[src/sv/yrb_pkg.sv]
`timescale 1ns / 1ps
// ----------------------------------------------------------------------------
// YUYV to RGB brightness package
// Shared widths, register codes, reset values, conversion coefficients and
// payload types of the YUYV to adjusted RGB888 converter.
// ----------------------------------------------------------------------------
package yrb_pkg;

  // Field and register widths.
  localparam int unsigned PixW     = 8;
  localparam int unsigned GainW    = 10;
  localparam int unsigned OffsetW  = 8;
  localparam int unsigned CfgDataW = 10;
  localparam int unsigned CfgIdxW  = 1;

  // Register indexes on the configuration port.
  localparam logic [CfgIdxW-1:0] CfgGain   = 1'b0;
  localparam logic [CfgIdxW-1:0] CfgOffset = 1'b1;

  // Register values after reset: gain 1.25 in Q2.8, offset 25.
  localparam logic [GainW-1:0]   GainReset   = 10'd320;
  localparam logic [OffsetW-1:0] OffsetReset = 8'd25;

  // Default depth of the result buffer; it must cover the pipeline plus two.
  localparam int unsigned FifoDepthDefault = 8;

  // Width of the signed conversion sums (largest magnitude is below 2^18).
  localparam int unsigned SumW = 20;

  // Integer BT.601 coefficients and rounding constant.
  localparam logic signed [SumW-1:0] CoefY  = 20'sd298;
  localparam logic signed [SumW-1:0] CoefRV = 20'sd409;
  localparam logic signed [SumW-1:0] CoefGU = 20'sd100;
  localparam logic signed [SumW-1:0] CoefGV = 20'sd208;
  localparam logic signed [SumW-1:0] CoefBU = 20'sd516;
  localparam logic signed [SumW-1:0] Round  = 20'sd128;

  // Chroma contributions shared by both lanes.
  typedef struct packed {
    logic signed [SumW-1:0] r;
    logic signed [SumW-1:0] g;
    logic signed [SumW-1:0] b;
  } chroma_terms_t;

  // One adjusted RGB pixel.
  typedef struct packed {
    logic [PixW-1:0] r;
    logic [PixW-1:0] g;
    logic [PixW-1:0] b;
  } rgb_t;

  // One result item: two pixels and the end-of-frame marker.
  typedef struct packed {
    rgb_t first;
    rgb_t second;
    logic frame_end;
  } pair_t;

endpackage

[src/sv/yrb_pix_in_if.sv]
`timescale 1ns / 1ps
// ----------------------------------------------------------------------------
// YUYV macropixel stream interface
// Valid/ready channel that carries one YUYV macropixel per transfer.
// ----------------------------------------------------------------------------
interface yrb_pix_in_if;
  logic       valid;
  logic       ready;
  logic [7:0] luma_first;
  logic [7:0] chroma_blue;
  logic [7:0] luma_second;
  logic [7:0] chroma_red;
  logic       frame_end_in;

  modport source (
    output valid, luma_first, chroma_blue, luma_second, chroma_red, frame_end_in,
    input  ready
  );

  modport sink (
    input  valid, luma_first, chroma_blue, luma_second, chroma_red, frame_end_in,
    output ready
  );
endinterface

[src/sv/yrb_pix_out_if.sv]
`timescale 1ns / 1ps
// ----------------------------------------------------------------------------
// RGB pixel pair stream interface
// Valid/ready channel that carries two adjusted RGB888 pixels per transfer.
// ----------------------------------------------------------------------------
interface yrb_pix_out_if;
  logic       valid;
  logic       ready;
  logic [7:0] red_first;
  logic [7:0] green_first;
  logic [7:0] blue_first;
  logic [7:0] red_second;
  logic [7:0] green_second;
  logic [7:0] blue_second;
  logic       frame_end_out;

  modport source (
    output valid, red_first, green_first, blue_first,
           red_second, green_second, blue_second, frame_end_out,
    input  ready
  );

  modport sink (
    input  valid, red_first, green_first, blue_first,
           red_second, green_second, blue_second, frame_end_out,
    output ready
  );
endinterface

[src/sv/yrb_chroma.sv]
`timescale 1ns / 1ps
// ----------------------------------------------------------------------------
// Shared chroma terms
// Removes the chroma bias and forms the registered U and V contributions to
// red, green and blue that both pixel lanes add to their luma term.
// ----------------------------------------------------------------------------
module yrb_chroma
  import yrb_pkg::*;
(
  input  logic                clk_i,
  input  logic [PixW-1:0]     chroma_blue_i,
  input  logic [PixW-1:0]     chroma_red_i,
  output chroma_terms_t       terms_o
);

  logic signed [PixW-1:0] d;
  logic signed [PixW-1:0] e;
  chroma_terms_t          terms_d;
  chroma_terms_t          terms_q;

  // Subtracting 128 from an 8-bit sample is an inversion of its top bit.
  assign d = $signed({~chroma_blue_i[PixW-1], chroma_blue_i[PixW-2:0]});
  assign e = $signed({~chroma_red_i[PixW-1], chroma_red_i[PixW-2:0]});

  // Constant multiplications; green carries both chroma terms with a minus sign.
  always_comb begin
    terms_d.r = SumW'(e) * CoefRV;
    terms_d.g = -((SumW'(d) * CoefGU) + (SumW'(e) * CoefGV));
    terms_d.b = SumW'(d) * CoefBU;
  end

  always_ff @(posedge clk_i) begin
    terms_q <= terms_d;
  end

  assign terms_o = terms_q;

endmodule

[src/sv/yrb_lane.sv]
`timescale 1ns / 1ps
// ----------------------------------------------------------------------------
// Pixel conversion lane
// Converts one luma sample plus the shared chroma terms into an RGB pixel,
// clamps each channel and applies the contrast gain and brightness offset.
// ----------------------------------------------------------------------------
module yrb_lane
  import yrb_pkg::*;
(
  input  logic                clk_i,
  input  logic [PixW-1:0]     luma_i,
  input  chroma_terms_t       terms_i,
  input  logic [GainW-1:0]    gain_i,
  input  logic [OffsetW-1:0]  offset_i,
  output rgb_t                rgb_o
);

  localparam int unsigned ProdW = PixW + GainW;
  localparam int unsigned AdjW  = ProdW - 8 + 1;

  // Floor shift by eight of a signed sum, clamped to 0..255.
  function automatic logic [PixW-1:0] clamp_shift(logic signed [SumW-1:0] s);
    logic [PixW-1:0] v;
    if (s[SumW-1]) begin
      v = '0;
    end else if (|s[SumW-2:PixW+8]) begin
      v = '1;
    end else begin
      v = s[PixW+7:8];
    end
    return v;
  endfunction

  // Drops the gain fraction, adds the offset and saturates at 255.
  function automatic logic [PixW-1:0] adjust(logic [ProdW-1:0] p,
                                             logic [OffsetW-1:0] off);
    logic [AdjW-1:0] v;
    v = AdjW'(p[ProdW-1:8]) + AdjW'(off);
    return (|v[AdjW-1:PixW]) ? '1 : v[PixW-1:0];
  endfunction

  logic signed [PixW:0]    c;
  logic signed [SumW-1:0]  y_term_q;
  logic signed [SumW-1:0]  base;
  rgb_t                    ch_q;
  logic [ProdW-1:0]        prod_r_q;
  logic [ProdW-1:0]        prod_g_q;
  logic [ProdW-1:0]        prod_b_q;

  // Luma term, aligned with the registered chroma terms.
  assign c = $signed({1'b0, luma_i}) - 9'sd16;

  always_ff @(posedge clk_i) begin
    y_term_q <= SumW'(c) * CoefY;
  end

  // Channel sums with rounding, then clamping.
  assign base = y_term_q + Round;

  always_ff @(posedge clk_i) begin
    ch_q.r <= clamp_shift(base + terms_i.r);
    ch_q.g <= clamp_shift(base + terms_i.g);
    ch_q.b <= clamp_shift(base + terms_i.b);
  end

  // Contrast gain products.
  always_ff @(posedge clk_i) begin
    prod_r_q <= ProdW'(ch_q.r) * ProdW'(gain_i);
    prod_g_q <= ProdW'(ch_q.g) * ProdW'(gain_i);
    prod_b_q <= ProdW'(ch_q.b) * ProdW'(gain_i);
  end

  // Brightness offset and saturation.
  always_comb begin
    rgb_o.r = adjust(prod_r_q, offset_i);
    rgb_o.g = adjust(prod_g_q, offset_i);
    rgb_o.b = adjust(prod_b_q, offset_i);
  end

endmodule

[src/sv/yrb_out_stage.sv]
`timescale 1ns / 1ps
// ----------------------------------------------------------------------------
// Result merge and output buffer
// Joins the two lane pixels and the end-of-frame marker into one result,
// buffers results and grants input credits so the pipeline never stalls.
// ----------------------------------------------------------------------------
module yrb_out_stage
  import yrb_pkg::*;
#(
  parameter int unsigned FIFO_DEPTH = FifoDepthDefault
) (
  input  logic                 clk_i,
  input  logic                 rst_ni,
  input  logic                 in_accept_i,
  output logic                 in_ready_o,
  input  logic                 wr_valid_i,
  input  rgb_t                 first_i,
  input  rgb_t                 second_i,
  input  logic                 frame_end_i,
  yrb_pix_out_if.source        pix_out
);

  localparam int unsigned PtrW = (FIFO_DEPTH > 1) ? $clog2(FIFO_DEPTH) : 1;
  localparam int unsigned CntW = $clog2(FIFO_DEPTH + 1);
  localparam logic [PtrW-1:0] LastPtr = PtrW'(FIFO_DEPTH - 1);
  localparam logic [CntW-1:0] Depth   = CntW'(FIFO_DEPTH);

  pair_t           mem_q [FIFO_DEPTH];
  pair_t           wr_data;
  pair_t           rd_data;
  logic [PtrW-1:0] wr_ptr_q, wr_ptr_d;
  logic [PtrW-1:0] rd_ptr_q, rd_ptr_d;
  logic [CntW-1:0] fill_q, fill_d;
  logic [CntW-1:0] cnt_q, cnt_d;
  logic            out_xfer;

  // Merge of the lane results into one item.
  always_comb begin
    wr_data.first     = first_i;
    wr_data.second    = second_i;
    wr_data.frame_end = frame_end_i;
  end

  assign out_xfer = pix_out.valid && pix_out.ready;

  // Input credit: items accepted but not yet transferred out never exceed
  // the buffer depth, so a result always finds a free entry.
  assign in_ready_o = (cnt_q < Depth);

  always_comb begin
    cnt_d = cnt_q;
    case ({in_accept_i, out_xfer})
      2'b10:   cnt_d = cnt_q + 1'b1;
      2'b01:   cnt_d = cnt_q - 1'b1;
      default: cnt_d = cnt_q;
    endcase
  end

  // Buffer pointers and fill level.
  always_comb begin
    wr_ptr_d = wr_ptr_q;
    rd_ptr_d = rd_ptr_q;
    fill_d   = fill_q;
    if (wr_valid_i) begin
      wr_ptr_d = (wr_ptr_q == LastPtr) ? '0 : wr_ptr_q + 1'b1;
    end
    if (out_xfer) begin
      rd_ptr_d = (rd_ptr_q == LastPtr) ? '0 : rd_ptr_q + 1'b1;
    end
    case ({wr_valid_i, out_xfer})
      2'b10:   fill_d = fill_q + 1'b1;
      2'b01:   fill_d = fill_q - 1'b1;
      default: fill_d = fill_q;
    endcase
  end

  always_ff @(posedge clk_i or negedge rst_ni) begin
    if (!rst_ni) begin
      wr_ptr_q <= '0;
      rd_ptr_q <= '0;
      fill_q   <= '0;
      cnt_q    <= '0;
    end else begin
      wr_ptr_q <= wr_ptr_d;
      rd_ptr_q <= rd_ptr_d;
      fill_q   <= fill_d;
      cnt_q    <= cnt_d;
    end
  end

  // Buffer storage.
  always_ff @(posedge clk_i) begin
    if (wr_valid_i) begin
      mem_q[wr_ptr_q] <= wr_data;
    end
  end

  // Output channel driven from the head entry.
  assign rd_data = mem_q[rd_ptr_q];

  always_comb begin
    pix_out.valid         = (fill_q != '0);
    pix_out.red_first     = rd_data.first.r;
    pix_out.green_first   = rd_data.first.g;
    pix_out.blue_first    = rd_data.first.b;
    pix_out.red_second    = rd_data.second.r;
    pix_out.green_second  = rd_data.second.g;
    pix_out.blue_second   = rd_data.second.b;
    pix_out.frame_end_out = rd_data.frame_end;
  end

  // Buffered results are always a subset of the items holding credit.
  a_fill_le_credit: assert property (@(posedge clk_i) disable iff (!rst_ni)
    fill_q <= cnt_q)
    else $error("buffer holds more results than items in flight");

  // A result from the pipeline must always find a free entry.
  a_no_overflow: assert property (@(posedge clk_i) disable iff (!rst_ni)
    wr_valid_i |-> (fill_q < Depth))
    else $error("result written into a full buffer");

  // Credits never exceed the buffer depth.
  a_credit_bound: assert property (@(posedge clk_i) disable iff (!rst_ni)
    cnt_q <= Depth)
    else $error("input credit count above buffer depth");

  // Every accepted item reaches the buffer at the end of the pipeline.
  a_latency: assert property (@(posedge clk_i) disable iff (!rst_ni)
    in_accept_i |-> ##4 wr_valid_i)
    else $error("accepted item did not reach the buffer in time");

endmodule

[src/sv/yuyv_to_rgb_brightness.sv]
`timescale 1ns / 1ps
// ----------------------------------------------------------------------------
// YUYV to RGB888 converter with brightness and contrast
// Converts one YUYV macropixel per transfer into two adjusted RGB pixels.
// ----------------------------------------------------------------------------
// The block takes one macropixel per clock and gives one pixel pair per
// clock: two conversion lanes share one chroma unit, and every stage works
// on a new item each cycle. A result passes the input, term, clamp and gain
// product registers and then the output buffer. The pipeline never
// stalls; input ready drops only when FIFO_DEPTH items are accepted but not
// yet transferred out, so with an output that keeps up the sustained rate is
// one item per cycle. The user must write contrast gain and brightness offset
// through the configuration port while no item is in flight; it is not enforced.
module yuyv_to_rgb_brightness
  import yrb_pkg::*;
#(
  parameter int unsigned FIFO_DEPTH = FifoDepthDefault
) (
  input  logic                 clk_i,
  input  logic                 rst_ni,
  input  logic                 cfg_we_i,
  input  logic [CfgIdxW-1:0]   cfg_index_i,
  input  logic [CfgDataW-1:0]  cfg_data_i,
  yrb_pix_in_if.sink           pix_in,
  yrb_pix_out_if.source        pix_out
);

  logic               in_accept;
  logic               in_ready;
  logic [GainW-1:0]   gain_q, gain_d;
  logic [OffsetW-1:0] offset_q, offset_d;
  logic [PixW-1:0]    luma0_q, luma1_q, cb_q, cr_q;
  logic [3:0]         vld_q;
  logic [3:0]         fe_q;
  chroma_terms_t      terms;
  rgb_t               rgb_first;
  rgb_t               rgb_second;

  assign pix_in.ready = in_ready;
  assign in_accept    = pix_in.valid && in_ready;

  // Configuration register decode.
  always_comb begin
    gain_d   = gain_q;
    offset_d = offset_q;
    if (cfg_we_i) begin
      unique case (cfg_index_i)
        CfgGain:   gain_d   = cfg_data_i[GainW-1:0];
        CfgOffset: offset_d = cfg_data_i[OffsetW-1:0];
        default:   ;
      endcase
    end
  end

  always_ff @(posedge clk_i or negedge rst_ni) begin
    if (!rst_ni) begin
      gain_q   <= GainReset;
      offset_q <= OffsetReset;
    end else begin
      gain_q   <= gain_d;
      offset_q <= offset_d;
    end
  end

  // Input register stage; the payload loads every cycle.
  always_ff @(posedge clk_i) begin
    luma0_q <= pix_in.luma_first;
    luma1_q <= pix_in.luma_second;
    cb_q    <= pix_in.chroma_blue;
    cr_q    <= pix_in.chroma_red;
    fe_q    <= {fe_q[2:0], pix_in.frame_end_in};
  end

  // Valid bits that follow each item through the pipeline.
  always_ff @(posedge clk_i or negedge rst_ni) begin
    if (!rst_ni) begin
      vld_q <= '0;
    end else begin
      vld_q <= {vld_q[2:0], in_accept};
    end
  end

  // Shared chroma unit.
  yrb_chroma u_chroma (
    .clk_i         (clk_i),
    .chroma_blue_i (cb_q),
    .chroma_red_i  (cr_q),
    .terms_o       (terms)
  );

  // One lane for each pixel of the pair.
  yrb_lane u_lane_first (
    .clk_i    (clk_i),
    .luma_i   (luma0_q),
    .terms_i  (terms),
    .gain_i   (gain_q),
    .offset_i (offset_q),
    .rgb_o    (rgb_first)
  );

  yrb_lane u_lane_second (
    .clk_i    (clk_i),
    .luma_i   (luma1_q),
    .terms_i  (terms),
    .gain_i   (gain_q),
    .offset_i (offset_q),
    .rgb_o    (rgb_second)
  );

  // Merge of the lane results and output buffering.
  yrb_out_stage #(
    .FIFO_DEPTH (FIFO_DEPTH)
  ) u_out_stage (
    .clk_i       (clk_i),
    .rst_ni      (rst_ni),
    .in_accept_i (in_accept),
    .in_ready_o  (in_ready),
    .wr_valid_i  (vld_q[3]),
    .first_i     (rgb_first),
    .second_i    (rgb_second),
    .frame_end_i (fe_q[3]),
    .pix_out     (pix_out)
  );

endmodule
[src/flat_wrapper.sv]
// flat-port wrapper written by rule: the top's interface ports become plain ports
module yuyv_to_rgb_brightness_flat import yrb_pkg::*;
#(
  parameter int unsigned FIFO_DEPTH = FifoDepthDefault
)
  (clk_i, rst_ni, cfg_we_i, cfg_index_i, cfg_data_i, pix_in_valid, pix_in_luma_first, pix_in_chroma_blue, pix_in_luma_second, pix_in_chroma_red, pix_in_frame_end_in, pix_in_ready, pix_out_valid, pix_out_red_first, pix_out_green_first, pix_out_blue_first, pix_out_red_second, pix_out_green_second, pix_out_blue_second, pix_out_frame_end_out, pix_out_ready);
  yrb_pix_in_if pix_in_i ();
  yrb_pix_out_if pix_out_i ();
  input  logic clk_i;
  input  logic rst_ni;
  input  logic cfg_we_i;
  input  logic [CfgIdxW-1:0] cfg_index_i;
  input  logic [CfgDataW-1:0] cfg_data_i;
  input wire logic [$bits(pix_in_i.valid)-1:0] pix_in_valid;
  input wire logic [$bits(pix_in_i.luma_first)-1:0] pix_in_luma_first;
  input wire logic [$bits(pix_in_i.chroma_blue)-1:0] pix_in_chroma_blue;
  input wire logic [$bits(pix_in_i.luma_second)-1:0] pix_in_luma_second;
  input wire logic [$bits(pix_in_i.chroma_red)-1:0] pix_in_chroma_red;
  input wire logic [$bits(pix_in_i.frame_end_in)-1:0] pix_in_frame_end_in;
  output wire logic [$bits(pix_in_i.ready)-1:0] pix_in_ready;
  output wire logic [$bits(pix_out_i.valid)-1:0] pix_out_valid;
  output wire logic [$bits(pix_out_i.red_first)-1:0] pix_out_red_first;
  output wire logic [$bits(pix_out_i.green_first)-1:0] pix_out_green_first;
  output wire logic [$bits(pix_out_i.blue_first)-1:0] pix_out_blue_first;
  output wire logic [$bits(pix_out_i.red_second)-1:0] pix_out_red_second;
  output wire logic [$bits(pix_out_i.green_second)-1:0] pix_out_green_second;
  output wire logic [$bits(pix_out_i.blue_second)-1:0] pix_out_blue_second;
  output wire logic [$bits(pix_out_i.frame_end_out)-1:0] pix_out_frame_end_out;
  input wire logic [$bits(pix_out_i.ready)-1:0] pix_out_ready;
  assign pix_in_i.valid = pix_in_valid;
  assign pix_in_i.luma_first = pix_in_luma_first;
  assign pix_in_i.chroma_blue = pix_in_chroma_blue;
  assign pix_in_i.luma_second = pix_in_luma_second;
  assign pix_in_i.chroma_red = pix_in_chroma_red;
  assign pix_in_i.frame_end_in = pix_in_frame_end_in;
  assign pix_in_ready = pix_in_i.ready;
  assign pix_out_valid = pix_out_i.valid;
  assign pix_out_red_first = pix_out_i.red_first;
  assign pix_out_green_first = pix_out_i.green_first;
  assign pix_out_blue_first = pix_out_i.blue_first;
  assign pix_out_red_second = pix_out_i.red_second;
  assign pix_out_green_second = pix_out_i.green_second;
  assign pix_out_blue_second = pix_out_i.blue_second;
  assign pix_out_frame_end_out = pix_out_i.frame_end_out;
  assign pix_out_i.ready = pix_out_ready;
  yuyv_to_rgb_brightness #(.FIFO_DEPTH(FIFO_DEPTH)) u_core (.clk_i(clk_i), .rst_ni(rst_ni), .cfg_we_i(cfg_we_i), .cfg_index_i(cfg_index_i), .cfg_data_i(cfg_data_i), .pix_in(pix_in_i), .pix_out(pix_out_i));
endmodule
[config.mk]
export PLATFORM = sky130hd
export DESIGN_NAME = yuyv_to_rgb_brightness_flat
export DESIGN_NICKNAME = d
export VERILOG_FILES = /design/src/sv/yrb_pkg.sv /design/src/sv/yrb_pix_in_if.sv /design/src/sv/yrb_pix_out_if.sv /design/src/sv/yrb_chroma.sv /design/src/sv/yrb_lane.sv /design/src/sv/yrb_out_stage.sv /design/src/sv/yuyv_to_rgb_brightness.sv /design/src/flat_wrapper.sv
export SDC_FILE = /design/constraint.sdc
export NUM_CORES = 2
export LEC_CHECK = 0
export ABC_AREA = 1
export BUFFER_PORTS_ARGS = -buffer_cell sky130_fd_sc_hd__buf_2
export CORE_MARGIN = 2
export CORE_UTILIZATION = 45
export CTS_CLUSTER_SIZE = 30
export DETAILED_ROUTE_END_ITERATION = 8
export HOLD_SLACK_MARGIN = 0.05
export MAX_ROUTING_LAYER = met4
export PLACE_DENSITY = 0.72
export SLEW_MARGIN = 20
export SYNTH_ARGS = -nofsm -noshare
export SYNTH_HDL_FRONTEND = slang
export SYNTH_SLANG_ARGS = --single-unit
[constraint.sdc]
create_clock -name clk_i -period 13 [get_ports clk_i]
set_input_delay 0.65 -clock clk_i [delete_from_list [all_inputs] [get_ports clk_i]]
set_output_delay 0.65 -clock clk_i [all_outputs]
set_load 0.01 [all_outputs]
After elaboration in Yosys (flattened, before gate mapping)
Memory sizes are Yosys's and may differ from the RTL's. Index checks and enable logic that the tools add are counted.

Reduce and logical (&&, ||, !) cells: 19. $mul: 12. Muxes and demuxes: 18. $add $sub $neg: 24. Equality and inequality tests: 6. Bitwise gates (word level): 3. Shifts and indexed selects: 0. $lt $le $gt $ge: 1. Div/mod/pow operators: 0.

Operators by type and width (count): $mul A8 B10 Y18 (6); $mux W8 (12); $add A20 B20 Y20 (4); $add A10 B8 Y11 (6); $add A20 B18 Y20 (2); $add A20 B9 Y20 const B (2); $mul A9 B9 Y18 const B (2); $reduce_or A3 Y1 (12); $neg A18 Y20 (1); $add A16 B17 Y18 (1); $mul A8 B10 Y18 const B (1); $sub A8 B5 Y9 const B (2); $mul A8 B9 Y17 const B (1); $pmux W4 S2 (2); $mul A8 B6 Y14 const B (1); $mul A8 B5 Y13 const B (1); $add A4 B1 Y4 const B (2); $sub A4 B1 Y4 const B (2); $add A3 B1 Y3 const B (2); $eq A3 B3 Y1 const B (2); $mux W3 (2); $eq A2 B1 Y1 const B (2); $eq A2 B2 Y1 const B (2); $lt A4 B4 Y1 const B (1); 6 further kinds (12).

Bits in registers: 322. Memories kept: 1. Word-level logic and storage cells: 113. Latch bits: 0. Bits in read-only memories: 0. Bits in writable memories: 392. Bits of input ports: 49.

Memories: u_core.u_out_stage.mem_q (words 8, width 49, rd ports 1, clocked after memory_dff 0, wr ports 1, RTL line yrb_out_stage.sv:28) `pair_t mem_q [FIFO_DEPTH];`.

Longest topological paths before layout
Depth in word-level cells: 4. Gate-level depth with buffers: 26. Depth with buffers taken out: 26.

Modules after synthesis
A second synthesis with hierarchy kept.

Cells, all modules: 6573. Area, all modules: 54076.9 µm².

By module, submodules not included: yrb_out_stage (area each 16211.8 µm², times used 1, cells an instance 1326, seq. area each 12121.6 µm²); yrb_lane (u_core.u_lane_first) (area each 15336.0 µm², times used 1, cells an instance 2221, seq. area each 1441.4 µm²); yrb_lane (u_core.u_lane_second) (area each 15297.2 µm², times used 1, cells an instance 2198, seq. area each 1441.4 µm²); yrb_chroma (area each 5599.1 µm², times used 1, cells an instance 707, seq. area each 1041.0 µm²); yuyv_to_rgb_brightness (area each 1632.8 µm², times used 1, cells an instance 121, seq. area each 1277.5 µm²).

Worst setup path before layout
No wires, ideal clock.

Path type: reg-to-reg. From: reg u_core.gain_q[0]. To: reg u_core.u_lane_second.prod_b_q[12]. Setup slack: 8.489 ns. Setup time: 0.120 ns. Period minus slack after synthesis: 4.511 ns. Stages on the path, launching flop included: 19. Data required time: 12.880 ns. Data arrival time: 4.391 ns. Path through: dfrtp_1 -> clkbuf_2 -> clkbuf_1 -> buf_1 -> nand2_1 -> fa_1 -> fa_1 -> inv_1 -> fa_1 -> inv_1 -> fa_1 -> inv_1 -> ha_1 -> nand4_1 -> o21ai_0 -> nand3_1 -> nor2_1 -> nor2_1 -> xnor2_1.

Cells in the longest elaborated chain, start to end: 1.

RTL lines: from (decl) (RTL line yuyv_to_rgb_brightness.sv:30) `logic [GainW-1:0] gain_q, gain_d;`; from (signal assigned) (RTL line yuyv_to_rgb_brightness.sv:57) `gain_q <= GainReset;`; from (signal assigned) (RTL line yuyv_to_rgb_brightness.sv:60) `gain_q <= gain_d;`; $mul A8 B10 Y18 (RTL line yrb_lane.sv:70) `prod_b_q <= ProdW'(ch_q.b) * ProdW'(gain_i);`; to (signal assigned) (RTL line yrb_lane.sv:70); to (decl) (RTL line yrb_lane.sv:48) `logic [ProdW-1:0] prod_b_q;`.

Every way passes these cells. A chain may end at the register's enable or synchronous reset.

Worst setup path after layout
From: reg u_core.gain_q[4]. To: reg u_core.u_lane_second.prod_g_q[14].

Cells in the longest elaborated chain, start to end: 1.

RTL lines: $mul A8 B10 Y18 (RTL line yrb_lane.sv:69) `prod_g_q <= ProdW'(ch_q.g) * ProdW'(gain_i);`; to (signal assigned) (RTL line yrb_lane.sv:69); to (decl) (RTL line yrb_lane.sv:47) `logic [ProdW-1:0] prod_g_q;`.

Every way passes these cells.

==> impl_metrics.py <==
metrics = {
    "status": {
        "run_status": "completed",
    },
    "floorplanning": {
        "die_w_um": 344,
        "core_area_mm2": 0.115,
        "die_area_mm2": 0.118,
        "io_pins": 100,
        "floorplan.initialDensity": 0.454,
        "placementRows": 124,
        "die_h_um": 344,
    },
    "detailed_routing": {
        "vias_per_cell": 5.18,
        "dr.pass1.iters": 6,
        "drt_iter0_drc": 2910,
        "wl_mm": 128,
        "drc": 0,
        "avgRoutedWirePerCell_um": 16.6,
        "antenna_left": 0,
        "num_vias": 40137,
    },
    "global_route": {
        "globalRouteOverflowTotal": 0,
        "antenna_found_initial": 3,
        "grt_max_degree": 86,
        "grt_pass1_wl_mm": 208,
        "grt_util_all_layers": 0.226,
        "grt_pass1_vias": 40016,
    },
    "synth": {
        "synth_area_leader_cell": "edfxtp_1",
        "synth_cell_type_count": 53,
        "synthArstFlopShare": 0.0546,
        "ys_ff_latch": 659,
        "syn_inst": 6140,
        "synth_nets": 7125,
        "syn_area_mm2": 0.0520,
        "yosysSeqAreaShare": 0.333,
        "synth_edf_count": 392,
        "synthTopCellsByArea": "edfxtp_1, ha_1, fa_1",
        "synth_warnings": 0,
        "ys.flop_type": "edfxtp_1",
        "avgSynthCellArea_um2": 8.47,
        "netlist.area_leader.share": 0.226,
    },
    "timing": {
        "slew_violations": 0,
        "post-route-min-period_ns": 5.17,
        "hold_viol_final": 0,
        "finalClockSkew_ns": 0.0352,
        "setup_viol": 0,
        "rsz0062_at_grt": "false",
        "tightest_slew_ns": 1.08,
        "period_share": 0.397,
        "fmaxAchievable_ghz": 0.194,
        "tns_ns": 0,
        "max_slew_margin": 0.277,
    },
    "place": {
        "io_buffers": 99,
        "globalplace.congestion": 0.946,
        "dp_hpwl_mm": 94.9,
    },
    "layout": {
        "drive_gt1_frac": 0.0458,
        "final_common_cell": "nand2_1",
        "areaGrowthSynthToFinish_pct": 8.61,
        "nets": 7152,
        "final_cell_mix": "nand2_1, inv_1, ha_1",
    },
    "critical_path": {
        "path_max_fanout": 27,
        "critPathArrivalTime_ns": 5.68,
        "timing.critical_path.from": "u_core.gain_q[4]",
        "path_class": "flop to flop",
        "cp.required_ns": 13.52,
        "crit_path_start_kind": "flop",
        "timing.rr.start": "u_core.gain_q[4]",
        "end_kind": "flop",
    },
    "clocking": {
        "cts_tree": "yes",
        "holdBufCountCts": 0,
        "clockRootBuffer": "clkbuf_16",
        "insertion_delay_ns": 0.66,
        "clk_pin_slew_ns": 0.06,
        "htreeDepth": 3,
        "numCtsBuffers": 73,
        "cts-resized-gates": 0,
        "clock_sinks": 659,
        "cts.path.max_buffers": 3,
        "post-cts-setup-buffer-count": 0,
    },
    "min_path": {
        "hp-start": "pix_in_frame_end_in",
        "hp-class": "input pin to flop",
    },
    "run": {
        "drv_cap": 0,
    },
}
-- critical path, cell delays in order, from the launching register on --
cell and delay (ns):
dfrtp_1 1.05, buf_4 0.46, nand2_1 0.12, fa_1 0.40, fa_1 0.55, inv_1 0.05, fa_1 0.48, inv_1 0.06
fa_1 0.53, inv_1 0.04, ha_1 0.33, nand4_1 0.12, o21ai_0 0.37, nand2_1 0.13, nand2_1 0.12, a21oi_1 0.08
xor2_1 0.14
-- area by class of cell --
cell class              count  area [µm²]
diodes                      3        7.51
clock buffers              88        1920
clock inverters            47         569
fillers                 10622       58000
inverters                1103        4140
multi-input cells        4204       30000
flip-flops and latches    659       17300
well taps                1512        1890
repair buffers            126         698
-- kinds of logic (layout without fill, tap and decap cells) --
kind of cell    after synthesis  in the layout  synth area share
flops                       659            659             0.333
buf+inv                    1277           1364            0.0926
xor+xnor                    234            234            0.0404
compound gates              860            860            0.0917
other cells                   0              3                 0
fa+ha+maj                   936            936             0.274
mux                           2              2          0.000433
simple gates               2172           2172             0.168
-- per-stage QoR --
stage / hold WS (ns) / setup slack, ns / util / instance area, µm² / cells
floorplan: 0.310 / 8.49 / - / 52000 / 6140
global placement: 0.319 / 8.00 / 0.472 / 54000 / 7604
detailed placement: 0.313 / 7.89 / 0.472 / 54000 / 7604
CTS: 0.0610 / 7.87 / 0.493 / 56500 / 7739
global route: 0.0693 / 7.51 / 0.493 / 56500 / 7742
finish: 0.0909 / 7.83 / 0.493 / 56500 / 7742
-- Yosys cell counts (7+ instances only) --
cell,number
buf_2,15
buf_1,27
a211oi_1,8
nand4_1,48
or2_2,10
o22ai_1,51
dfrtp_1,31
xor2_1,150
a221oi_1,10
xnor2_1,80
nand2_1,1274
clkbuf_1,130
a21o_1,25
o21bai_1,41
a21boi_0,7
nor3_1,36
inv_1,1099
o21ai_0,339
nand3_1,190
edfxtp_1,392
a21oi_1,285
nand3b_1,21
nor2_1,566
o21a_1,10
nor4_1,13
dfxtp_1,231
fa_1,339
ha_1,597
a31oi_1,63
-- registers in the layout (all words and copies together), names as in the netlist, 18 cells and up --
register,flops
u_core.u_out_stage.mem_q,392
u_core.u_lane_second.ch_q,24
u_core.u_lane_second.y_term_q,18
u_core.u_chroma.terms_o,51
u_core.u_lane_first.y_term_q,18
u_core.u_lane_first.ch_q,24
-- metal layers --
metal	wire (µm)	part of all wire	track usage
met5	0	0	-
met4	4190	0.033	0.0719
met3	7120	0.056	0.0244
met2	60900	0.48	0.383
met1	55900	0.44	0.282
-- final timing paths --
kind                                                     end  slack (ns)  cells after the start
min                                           u_core.fe_q[0]        0.09                      1
max reg2reg                u_core.u_lane_second.prod_g_q[14]        7.83                     16
max                        u_core.u_lane_second.prod_g_q[14]        7.83                     16
min in group asynchronous     u_core.u_out_stage.rd_ptr_q[0]        0.12                      1
min reg2reg                                   u_core.fe_q[2]        0.33                      0
max in group asynchronous     u_core.u_out_stage.rd_ptr_q[1]       12.22                      1
Power is left out: the tool's default activity adds up to more than one toggle a clock period on the data nets, which glitch-free logic cannot reach.
